$ cat src/hdl/kvmn_pkg.sv
`timescale 1ns / 1ps

package kvmn_pkg;

  localparam int MAX_FRAMES_DEF = 64;
  localparam int MAX_VERTS_DEF  = 1024;

  localparam int POS_W      = 24;
  localparam int NRM_W      = 16;
  localparam int PHASE_W    = 17;
  localparam int FRAME_W    = 6;
  localparam int END_W      = 7;
  localparam int VIDX_W     = 10;
  localparam int DIFF_W     = 25;
  localparam int CROSS_W    = 51;
  localparam int MUL_W      = 31;
  localparam int PROD_W     = 62;
  localparam int MAG_W      = 30;
  localparam int ROOT_W     = 31;
  localparam int QUO_W      = 15;
  localparam int NUM_W      = 45;
  localparam int CFG_IDX_W  = 2;
  localparam int CFG_DATA_W = 17;

  localparam logic [FRAME_W-1:0] START_RST = 6'd0;
  localparam logic [END_W-1:0]   END_RST   = 7'd1;
  localparam logic [PHASE_W-1:0] STEP_RST  = 17'd6554;
  localparam logic [FRAME_W-1:0] NEXT_RST  = 6'd1;
  localparam logic [PHASE_W-1:0] PHASE_MAX = 17'h1FFFF;

  typedef enum logic [1:0] {
    CFG_START_FRAME = 2'd0,
    CFG_END_FRAME   = 2'd1,
    CFG_PHASE_STEP  = 2'd2
  } cfg_reg_t;

  typedef enum logic [1:0] {
    OP_LOAD  = 2'd0,
    OP_BEGIN = 2'd1,
    OP_TRI   = 2'd2,
    OP_END   = 2'd3
  } op_t;

  typedef enum logic [3:0] {
    CMD_NOP,
    CMD_LOAD,
    CMD_BEGIN,
    CMD_END,
    CMD_READ,
    CMD_BLEND,
    CMD_DIFF,
    CMD_CROSS,
    CMD_ABS,
    CMD_SHIFT,
    CMD_SQUARE,
    CMD_ROOT,
    CMD_DIV,
    CMD_EMIT
  } cmd_t;

  typedef struct packed {
    cmd_t       code;
    logic [1:0] crn;
    logic [2:0] sub;
    logic       last;
  } dp_cmd_t;

  typedef struct packed {
    logic deg;
    logic big;
    logic root_busy;
    logic div_busy;
    logic out_free;
  } dp_stat_t;

  typedef struct packed {
    logic [1:0]              op;
    logic [FRAME_W-1:0]      frame_index;
    logic [VIDX_W-1:0]       vertex_index;
    logic signed [POS_W-1:0] pos_x;
    logic signed [POS_W-1:0] pos_y;
    logic signed [POS_W-1:0] pos_z;
    logic [VIDX_W-1:0]       corner_a;
    logic [VIDX_W-1:0]       corner_b;
    logic [VIDX_W-1:0]       corner_c;
  } in_item_t;

  typedef struct packed {
    logic signed [POS_W-1:0] out_x;
    logic signed [POS_W-1:0] out_y;
    logic signed [POS_W-1:0] out_z;
    logic signed [NRM_W-1:0] normal_x;
    logic signed [NRM_W-1:0] normal_y;
    logic signed [NRM_W-1:0] normal_z;
    logic                    degenerate;
    logic                    last_corner;
  } out_item_t;

endpackage

$ cat src/hdl/kvmn_ctrl.sv
`timescale 1ns / 1ps

module kvmn_ctrl (
  input  logic                clk,
  input  logic                rst_n,
  input  logic                in_valid,
  input  logic [1:0]          in_op,
  output logic                in_stall,
  input  kvmn_pkg::dp_stat_t  stat,
  output kvmn_pkg::dp_cmd_t   cmd
);

  typedef enum logic [4:0] {
    S_IDLE, S_ONE, S_RD_CUR, S_RD_NXT, S_RD_WAIT, S_BLEND, S_BL_WAIT, S_DIFF,
    S_CROSS, S_CR_WAIT, S_ABS, S_CHECK, S_SHIFT, S_SQ, S_SQ_WAIT, S_ROOT,
    S_ROOT_WAIT, S_DIV, S_DIV_WAIT, S_EMIT
  } state_t;

  state_t            state_r, state_nxt;
  kvmn_pkg::dp_cmd_t cmd_r, cmd_nxt;

  always_comb begin
    state_nxt     = state_r;
    cmd_nxt       = cmd_r;
    cmd_nxt.code  = kvmn_pkg::CMD_NOP;
    cmd_nxt.last  = 1'b0;
    unique case (state_r)
      S_IDLE: begin
        if (in_valid) begin
          unique case (in_op)
            kvmn_pkg::OP_LOAD:  begin state_nxt = S_ONE; cmd_nxt.code = kvmn_pkg::CMD_LOAD;  end
            kvmn_pkg::OP_BEGIN: begin state_nxt = S_ONE; cmd_nxt.code = kvmn_pkg::CMD_BEGIN; end
            kvmn_pkg::OP_END:   begin state_nxt = S_ONE; cmd_nxt.code = kvmn_pkg::CMD_END;   end
            kvmn_pkg::OP_TRI: begin
              state_nxt    = S_RD_CUR;
              cmd_nxt.code = kvmn_pkg::CMD_READ;
              cmd_nxt.crn  = 2'd0;
              cmd_nxt.sub  = 3'd0;
            end
          endcase
        end
      end
      S_ONE: state_nxt = S_IDLE;
      S_RD_CUR: begin
        state_nxt    = S_RD_NXT;
        cmd_nxt.code = kvmn_pkg::CMD_READ;
        cmd_nxt.sub  = 3'd1;
      end
      S_RD_NXT:  state_nxt = S_RD_WAIT;
      S_RD_WAIT: begin
        state_nxt    = S_BLEND;
        cmd_nxt.code = kvmn_pkg::CMD_BLEND;
        cmd_nxt.sub  = 3'd0;
      end
      S_BLEND: begin
        priority if (cmd_r.sub < 3'd2) begin
          cmd_nxt.code = kvmn_pkg::CMD_BLEND;
          cmd_nxt.sub  = cmd_r.sub + 3'd1;
        end else if (cmd_r.crn < 2'd2) begin
          state_nxt    = S_RD_CUR;
          cmd_nxt.code = kvmn_pkg::CMD_READ;
          cmd_nxt.crn  = cmd_r.crn + 2'd1;
          cmd_nxt.sub  = 3'd0;
        end else begin
          state_nxt = S_BL_WAIT;
        end
      end
      S_BL_WAIT: begin
        state_nxt    = S_DIFF;
        cmd_nxt.code = kvmn_pkg::CMD_DIFF;
      end
      S_DIFF: begin
        state_nxt    = S_CROSS;
        cmd_nxt.code = kvmn_pkg::CMD_CROSS;
        cmd_nxt.sub  = 3'd0;
      end
      S_CROSS: begin
        if (cmd_r.sub < 3'd5) begin
          cmd_nxt.code = kvmn_pkg::CMD_CROSS;
          cmd_nxt.sub  = cmd_r.sub + 3'd1;
        end else begin
          state_nxt = S_CR_WAIT;
        end
      end
      S_CR_WAIT: begin
        state_nxt    = S_ABS;
        cmd_nxt.code = kvmn_pkg::CMD_ABS;
      end
      S_ABS: state_nxt = S_CHECK;
      S_CHECK: begin
        priority if (stat.deg) begin
          state_nxt    = S_EMIT;
          cmd_nxt.code = kvmn_pkg::CMD_EMIT;
          cmd_nxt.crn  = 2'd0;
        end else if (stat.big) begin
          state_nxt    = S_SHIFT;
          cmd_nxt.code = kvmn_pkg::CMD_SHIFT;
        end else begin
          state_nxt    = S_SQ;
          cmd_nxt.code = kvmn_pkg::CMD_SQUARE;
          cmd_nxt.sub  = 3'd0;
        end
      end
      S_SHIFT: state_nxt = S_CHECK;
      S_SQ: begin
        if (cmd_r.sub < 3'd2) begin
          cmd_nxt.code = kvmn_pkg::CMD_SQUARE;
          cmd_nxt.sub  = cmd_r.sub + 3'd1;
        end else begin
          state_nxt = S_SQ_WAIT;
        end
      end
      S_SQ_WAIT: begin
        state_nxt    = S_ROOT;
        cmd_nxt.code = kvmn_pkg::CMD_ROOT;
      end
      S_ROOT: state_nxt = S_ROOT_WAIT;
      S_ROOT_WAIT: begin
        if (!stat.root_busy) begin
          state_nxt    = S_DIV;
          cmd_nxt.code = kvmn_pkg::CMD_DIV;
          cmd_nxt.sub  = 3'd0;
        end
      end
      S_DIV: state_nxt = S_DIV_WAIT;
      S_DIV_WAIT: begin
        priority if (stat.div_busy) begin
        end else if (cmd_r.sub < 3'd2) begin
          state_nxt    = S_DIV;
          cmd_nxt.code = kvmn_pkg::CMD_DIV;
          cmd_nxt.sub  = cmd_r.sub + 3'd1;
        end else begin
          state_nxt    = S_EMIT;
          cmd_nxt.code = kvmn_pkg::CMD_EMIT;
          cmd_nxt.crn  = 2'd0;
        end
      end
      S_EMIT: begin
        priority if (!stat.out_free) begin
          cmd_nxt = cmd_r;
        end else if (cmd_r.crn < 2'd2) begin
          cmd_nxt.code = kvmn_pkg::CMD_EMIT;
          cmd_nxt.crn  = cmd_r.crn + 2'd1;
          cmd_nxt.last = (cmd_r.crn == 2'd1);
        end else begin
          state_nxt = S_IDLE;
        end
      end
      default: state_nxt = S_IDLE;
    endcase
  end

  always_ff @(posedge clk) begin
    if (!rst_n) begin
      state_r <= S_IDLE;
      cmd_r   <= '{code: kvmn_pkg::CMD_NOP, crn: 2'd0, sub: 3'd0, last: 1'b0};
    end else begin
      state_r <= state_nxt;
      cmd_r   <= cmd_nxt;
    end
  end

  assign in_stall = (state_r != S_IDLE);
  assign cmd      = cmd_r;

endmodule

$ cat config.mk
export PLATFORM = sky130hd
export DESIGN_NAME = kvmn_ctrl
export DESIGN_NICKNAME = d
export VERILOG_FILES = /design/src/hdl/kvmn_pkg.sv /design/src/hdl/kvmn_ctrl.sv
export SDC_FILE = /design/constraint.sdc
export NUM_CORES = 1
export LEC_CHECK = 0
export BUFFER_PORTS_ARGS = -buffer_cell sky130_fd_sc_hd__buf_2
export CAP_MARGIN = 10
export CORE_UTILIZATION = 52
export DETAILED_ROUTE_END_ITERATION = 16
export GPL_TIMING_DRIVEN = 0
export MAX_ROUTING_LAYER = met4
export PLACE_DENSITY = 0.76
export SYNTH_ARGS = -nofsm -noshare
export SYNTH_HDL_FRONTEND = slang
export SYNTH_SLANG_ARGS = --single-unit
$ cat constraint.sdc
create_clock -name clk -period 1.64 [get_ports clk]
set_input_delay 0.164 -clock clk [delete_from_list [all_inputs] [get_ports clk]]
set_output_delay 0.164 -clock clk [all_outputs]
set_load 0.03 [all_outputs]
After elaboration in Yosys (flattened, before gate mapping)
Index checks and enable logic that the tools add are counted.
{"block": "op_classes", "n_reduce_logical": 12, "add_sub_neg": 2, "eq_ne": 39, "n_lt_le_gt_ge": 3, "n_mux": 41}
{"operator": "one-hot mux 5 bit (18 select lines)", "count": 1}
{"operator": "one-hot mux 4 bit (14 select lines)", "count": 1}
{"operator": "two-way mux 5 bit", "count": 10}
{"operator": "== test 5 x 4 -> 1 bit (second input constant)", "count": 8}
{"operator": "!= test 2 bit (second input constant)", "count": 15}
{"operator": "two-way mux 3 bit", "count": 9}
{"operator": "one-hot mux 3 bit (9 select lines)", "count": 1}
{"operator": "== test 5 x 3 -> 1 bit (second input constant)", "count": 4}
{"operator": "== test 5 bit (second input constant)", "count": 4}
{"operator": "two-way mux 9 bit", "count": 2}
{"operator": "one-hot mux 4 bit (4 select lines)", "count": 1}
{"operator": "two-way mux 4 bit", "count": 3}
{"operator": "two-way mux 6 bit", "count": 2}
{"operator": "== test 5 x 2 -> 1 bit (second input constant)", "count": 2}
{"operator": "two-way mux 2 bit", "count": 5}
{"operator": "one-hot mux 2 bit (5 select lines)", "count": 1}
{"operator": "one-hot mux 5 bit (2 select lines)", "count": 1}
{"operator": "AND reduction 10 bit", "count": 1}
{"operator": "nonzero test 5 bit", "count": 2}
{"operator": "AND reduction 9 bit", "count": 1}
{"operator": "nonzero test 9 bit", "count": 1}
{"operator": "two-way mux 8 bit", "count": 1}
{"operator": "AND reduction 8 bit", "count": 1}
{"operator": "zero test 5 bit", "count": 1}
{"operator": "other kinds (14)", "count": 19}
{"block": "word_totals", "inputBits": 10, "output_inout_bits": 11, "elab_cells": 102, "reg_bits": 15}

Logic depth before layout (Yosys ltp)
Gate-level depths: netlist (run 1).
{"block": "depth", "word_depth": 5, "depth_mapped": 8, "mapped_depth_nobuf": 6}

Worst setup path before layout (run 1)
Ideal clock, no wire load.
{"block": "synth_path", "path_type": "reg2reg", "start": "reg cmd_r (netlist bit cmd[3])", "end": "reg state_r[4]", "path_stages_with_launch": 6, "arrival_time_ps": 1793, "path_slack_ps": -269, "synth_period_minus_slack_ps": 1909, "setup_time_ps": 116, "required_time_ps": 1524, "n_path_buf": 0, "cell_sequence": "dfxtp_1 > o21ai_0 > a32o_1 > nor4_4 > o221ai_1 > o211a_1"}
{"block": "synth_between", "elab_chain_len": 3, "word_cells_on_any_way": 6, "classes_between": "2 x order compare; 3 x eq/ne; 1 x reduce/logical"}
{"item": "start: declaration", "line": "kvmn_ctrl.sv:20", "rtl": "kvmn_pkg::dp_cmd_t cmd_r, cmd_nxt;"}
{"item": "start signal: assignment", "line": "kvmn_ctrl.sv:156", "rtl": "cmd_r <= '{code: kvmn_pkg::CMD_NOP, crn: 2'd0, sub: 3'd0, last: 1'b0};"}
{"item": "start signal: assignment", "line": "kvmn_ctrl.sv:159", "rtl": "cmd_r <= cmd_nxt;"}
{"item": "< comparator 3 x 2 -> 1 bit or < comparator 3 bit (tied branches)", "line": "kvmn_ctrl.sv:56, kvmn_ctrl.sv:106, kvmn_ctrl.sv:78"}
{"item": "!= test 2 bit (no source line)"}
{"item": "AND reduction 8 bit (no source line) (*)"}
{"item": "end signal: assignment", "line": "kvmn_ctrl.sv:158", "rtl": "state_r <= state_nxt;"}
{"item": "end: declaration", "line": "kvmn_ctrl.sv:19", "rtl": "state_t state_r, state_nxt;"}
Every way passes the cells marked *; elsewhere a longest branch is shown, timed or not.
A chain may end at the register's enable or synchronous reset.

Worst setup path in the final report (run 1)
{"block": "layout_path", "start": "reg state_r[1]", "end": "reg state_r[4]"}
{"block": "layout_between", "elab_chain_len": 3, "word_cells_on_any_way": 30, "classes_between": "26 x eq/ne; 1 x mux; 3 x reduce/logical"}
{"item": "== test 5 x 4 -> 1 bit (tied with other cells)", "line": "kvmn_ctrl.sv:27", "rtl": "unique case (state_r)"}
{"item": "OR reduction 2 bit (no source line) or != test 2 bit (tied branches)"}
{"item": "one-hot mux 5 bit (18 select lines) or AND reduction 8 bit (tied branches)"}
Several ways; a longest one is shown, not always the timed one.

==> results of run 1 <==
[timing repair]
item / in CTS / in global routing
gates resized for setup: 37 / 47
buffers inserted: 11 / 5
hold endpoints to repair: 0 / 0
gates cloned: 2 / 0
pin swaps: 11 / 11
setup endpoints to repair: 15 / 15
[synth_stat cells (all sizes together) (3+ instances only)]
| cell | instances |
|---|---|
| a211oi | 5 |
| a21oi | 8 |
| a31oi | 3 |
| buf | 15 |
| clkbuf | 3 |
| dfxtp | 15 |
| ha | 4 |
| inv | 10 |
| mux2i | 6 |
| nand2 | 27 |
| nand2b | 6 |
| nand3 | 6 |
| nand3b | 3 |
| nor2 | 14 |
| nor3 | 15 |
| nor3b | 4 |
| nor4 | 3 |
| o21ai | 15 |
| o22ai | 3 |
| or2 | 3 |
| or3b | 3 |
[metrics by stage]
step                      cells  setup WS [ns]
final                       293        -0.2002
after global routing        293        -0.2871
after CTS                   289        -0.1049
after detailed placement    272        -0.3314
after global placement      272        -0.3085
after floorplan             221        0.01872
[worst max-delay path: stages (launching register included)]
cell and delay (ns):
dfxtp_4 0.38, buf_6 0.11, buf_8 0.12, mux2i_4 0.28, o32ai_4 0.13, nor4_4 0.42
o221ai_2 0.16, o211a_1 0.15
[power groups by stage]
| stage | Sequential [mW] | Combinational, mW | Clock, mW |
|---|---|---|---|
| detailed placement | 0.470 | 1.46 | 0 |
| CTS | 0.471 | 1.79 | 0.225 |
| global placement | 0.469 | 1.46 | 0 |
| finish | 0.477 | 2.19 | 0.221 |
| floorplan | 0.507 | 1.09 | 0 |
| global route | 0.481 | 2.31 | 0.243 |
[path summary, 6_finish.rpt]
| path | slack (ns) | cells past startpoint | to | from |
|---|---|---|---|---|
| max | -0.20 | 7 | state_r[4] | state_r[1] |
| min reg2reg | 0.47 | 2 | cmd[9] | cmd[9] |
| min | 0.22 | 4 | cmd[3] | rst_n |
| max reg2reg | -0.20 | 7 | state_r[4] | state_r[1] |
[flip-flops by register name, indices dropped and copies added (netlist names)]
register  cells
cmd          10
state_r       5
[per-layer routing]
| layer | share of wire | vias to the layer above | global-route usage |
|---|---|---|---|
| li1 | - | 910 | - |
| met1 | 0.41 | 939 | 0.4854 |
| met5 | 0 | - | - |
| met3 | 0.10 | 29 | 0.05896 |
| met4 | 0.040 | 0 | 0.1742 |
| met2 | 0.45 | 134 | 0.5249 |
[cell families after synthesis]
group	count (synthesis)	share of synthesized area
AOI/OAI and AO/OA	66	0.2909
xor gates and xnor gates	2	0.01095
adders and majority gates	4	0.03128
buffers and inverters	28	0.08523
DFF	15	0.1876
muxes	7	0.04457
and+or+nand+nor	99	0.3495
[layout make-up]
cell class                 instances  area share
inverter                          10     0.01684
multi-input combinational        178      0.6263
timing repair buffer              38      0.1139
buffer                            17     0.06846
tap                               31     0.01740
clock buffer                       4     0.01178
sequential                        15      0.1453
[layout by cell type, fill, tap and decap left out, types with 3 or more instances in the layout]
master    count
a211oi_2      3
nand2b_1      4
buf_4        17
nor3_2        6
clkbuf_1      3
dfxtp_1       6
inv_1         9
ha_1          4
dfxtp_2       4
mux2i_1       5
o21ai_0       7
a21oi_1       6
nand3_1       5
nand3b_1      3
o21ai_1       7
nor3_1        7
nor2_1       12
buf_6        13
clkbuf_4      3
nand2_1      25
buf_2        22
dfxtp_4       5
==> impl_metrics.toml, run 1 <==
[logic_synthesis]
synth_edf_count = 0
synth_seq_cells = 15
syn_nets = 235
ys.flop_type = "dfxtp_1"
synth_area_leaders = "dfxtp_1, nand2_1, nor3_1"
yosys.area.top_type = "dfxtp_1"
synthArstFlopShare = 0
synth_area_um2 = 1600
postSynthAreaPerCell_um2 = 7.241
yosys_warnings = 0
seq_area_frac_synth = 0.1876
synth_top_area_share = 0.1876
syn_inst = 221
synth_cell_types = 66

[power_and_ir_drop]
switchingPower_mw = 1.353
p_clk_frac = 0.077
fin_total_pwr_mw = 2.888
p_leak_nw = 0.9527
p_comb_frac = 0.758
pwr-share-seq = 0.165
p_sw_frac = 0.4685
peakVddDrop_uv = 1320
p_int_mw = 1.535
power.density_nw_per_um2 = 1295

[global_route]
grt_max_degree = 11
grt_pass1_vias = 1769
grt-ovfl-total = 0
grt_usage = 0.3616
grt_pass1_wl_mm = 8.721
antenna_found_initial = 0

[place]
dp_hpwl_mm = 3.919
dpl_cell_area_um2 = 1769
io_buffers = 20
place_congestion = 0.9793

[clocking]
htree_num_levels = 1
cts_tree = "built"
clkLatencyLatePin_ns = 0.29
clock_sinks = 15
cts_buffers = 3
cts.clk_slew.worst_paths_ns = 0.10
hold_buffers = 0
clk_path_buf_depth = 2
cts-root-buf = "clkbuf_4"

[detailed_routing]
wire_per_inst_um = 20.18
drt-pass1-iter-count = 5
drc = 0
vias_per_cell = 6.867
drtAntennaViolNets = 0
first_iter_violations = 194
vias = 2012
totalWireLength_mm = 5.912

[floorplan]
core_um2 = 2829
die_area_um2 = 3303
ios = 21
die_h_um = 57.48
die_x_um = 57.48
rows = 19
start_util = 0.5657

[final_layout]
regArea_um2 = 324.1
n_fill_cell = 208
post-route-util = 0.7881
layout-drive-gt1-share = 0.4389
final_net_count = 277
multi_input_area_um2 = 1396
postLayoutCellArea_um2 = 2230
antenna_cells = 0
syn_to_final_growth_pct = 39.33

[timing]
setup_viol = 12
hold_slack_ns = 0.2203
max_clock_freq_mhz = 543.4
drv_slew = 0
worstMarginPinSlew_ns = 0.5545
worst_slack_ns = -0.2002
setup_tns_ns = -1.337
report.final.hold_viol_count = 0
min_period_over_period = 1.122
finalClockSkew_ns = 0.004801
rsz0062_at_grt = "yes"
min_period_ns = 1.840
maxSlewHeadroom = 0.6303

[critical_path]
crit_required_ns = 1.83
cp-start-kind = "register"
worst-setup-path-type = "register to register"
endpoint_kind = "register"
path_max_fanout = 6
cp.arrival_ns = 2.03

[run_status]
outcome = "finished with violations"
violations = "negative setup slack"

[hold_path]
min-delay-path-class = "input port to register"

[flow_run]
cap_violations = 0
No activity file was read; power rests on OpenSTA's default activity.
==> inputs of run 2 (changes only) <==
--- a/config.mk
+++ b/config.mk
@@ -12,6 +12,7 @@
 export GPL_TIMING_DRIVEN = 0
 export MAX_ROUTING_LAYER = met4
 export PLACE_DENSITY = 0.76
+export SKIP_LAST_GASP = 1
 export SYNTH_ARGS = -nofsm -noshare
 export SYNTH_HDL_FRONTEND = slang
 export SYNTH_SLANG_ARGS = --single-unit
==> impl_metrics.toml, run 2 (same netlist as run 1, synthesis figures left out) <==
[global_route]
grt_max_degree = 11
grt_pass1_wl_mm = 8.721
grt_pass1_vias = 1769
antenna_found_initial = 0
grt-ovfl-total = 0
grt_usage = 0.3616

[power_and_ir_drop]
p_leak_nw = 0.9781
pwr-share-seq = 0.164
power.density_nw_per_um2 = 1295
switchingPower_mw = 1.367
fin_total_pwr_mw = 2.902
p_clk_frac = 0.078
p_comb_frac = 0.758
peakVddDrop_uv = 1319
p_int_mw = 1.535
p_sw_frac = 0.4710

[hold_path]
min-delay-path-class = "input port to register"

[clocking]
cts_buffers = 3
cts-root-buf = "clkbuf_4"
clk_path_buf_depth = 2
cts_tree = "built"
clkLatencyLatePin_ns = 0.29
htree_num_levels = 1
cts.clk_slew.worst_paths_ns = 0.10
clock_sinks = 15

[timing]
finalClockSkew_ns = 0.006904
max_clock_freq_mhz = 543.5
min_period_over_period = 1.122
min_period_ns = 1.840
drv_slew = 0
setup_viol = 12
rsz0062_at_grt = "yes"
maxSlewHeadroom = 0.6281
setup_tns_ns = -1.464
worstMarginPinSlew_ns = 0.5579
worst_slack_ns = -0.2000
hold_slack_ns = 0.2155
report.final.hold_viol_count = 0

[detailed_routing]
vias = 2033
vias_per_cell = 6.845
drc = 0
drtAntennaViolNets = 0
totalWireLength_mm = 5.950
drt-pass1-iter-count = 5
wire_per_inst_um = 20.03
first_iter_violations = 173

[critical_path]
slowest_delay_ns = 0.41
crit_required_ns = 1.83
path_max_fanout = 6
cp.arrival_ns = 2.03
endpoint_kind = "register"
cpMaxStageDelayCell = "nor4_4"
worstPathCellList = "buf_6 > buf_8 > mux2i_4 > o32ai_4 > nor4_4 > o221ai_2 > o211a_1"
worst-setup-path-type = "register to register"
cp-start-kind = "register"

[final_layout]
n_fill_cell = 203
antenna_cells = 0
final_common_cell = "nand2_1"
largest_reg_flops = 10
post-route-util = 0.7921
postLayoutCellArea_um2 = 2241
mostFrequentLayoutCells = "nand2_1, buf_2, buf_4, nor2_1, buf_6"
layout-drive-gt1-share = 0.4474
final_net_count = 281
multi_input_area_um2 = 1388
syn_to_final_growth_pct = 40.03
fin_cells = 297
regArea_um2 = 324.1

[floorplan]
start_util = 0.5657
ios = 21
core_um2 = 2829
die_h_um = 57.48
die_area_um2 = 3303
die_x_um = 57.48
rows = 19

[run_status]
outcome = "finished with violations"
violations = "negative setup slack"

[place]
dpl_cell_area_um2 = 1769
place_inst = 272
place_congestion = 0.9793
dp_hpwl_mm = 3.919
io_buffers = 20
place_ws_ns = -0.3314

[flow_run]
cap_violations = 0
[run 2: metal layers]
layer	global-route usage	part of all wire
met3	0.05896	0.12
met5	-	0
met4	0.1742	0.044
met2	0.5249	0.44
met1	0.4854	0.40
[run 2: power by group through the flow]
stage / Sequential, mW / Combinational [mW] / Clock, mW
after CTS: 0.471 / 1.79 / 0.225
after floorplan: 0.507 / 1.09 / 0
after global routing: 0.481 / 2.31 / 0.243
after global placement: 0.469 / 1.46 / 0
final: 0.476 / 2.20 / 0.226
after detailed placement: 0.470 / 1.46 / 0
[run 2: final timing paths]
path | from | endpoint | slack [ns] | cells after the start
worst max-delay path | state_r[1] | state_r[4] | -0.20 | 7
worst min-delay path | rst_n | cmd[3] | 0.22 | 4
worst max register to register | state_r[1] | state_r[4] | -0.20 | 7
worst min register to register | cmd[9] | cmd[9] | 0.46 | 2
[run 2: critical path, delay by kind of cell (launching register included)]
| kind | cells | cell delay (ns) |
|---|---|---|
| AO/OA/AOI/OAI | 3 | 0.44 |
| flip-flops | 1 | 0.38 |
| buffers and inverters | 2 | 0.23 |
| multiplexers | 1 | 0.28 |
| AND/OR/NAND/NOR | 1 | 0.41 |
[run 2: layout make-up]
| class | instances | area share |
|---|---|---|
| well taps | 31 | 0.01731 |
| repair buffers | 41 | 0.1234 |
| multi-input cells | 178 | 0.6192 |
| flip-flops and latches | 15 | 0.1446 |
| inverters | 10 | 0.01675 |
| plain buffers | 18 | 0.06700 |
| clock buffers | 4 | 0.01173 |
[run 2: timing repair]
item | 4_1_cts | 5_1_grt
pin swaps | 11 | 16
hold buffers | 0 | 0
buffers inserted | 11 | 8
setup endpoints to repair | 15 | 15
resized for setup | 36 | 44
gates cloned | 2 | 0
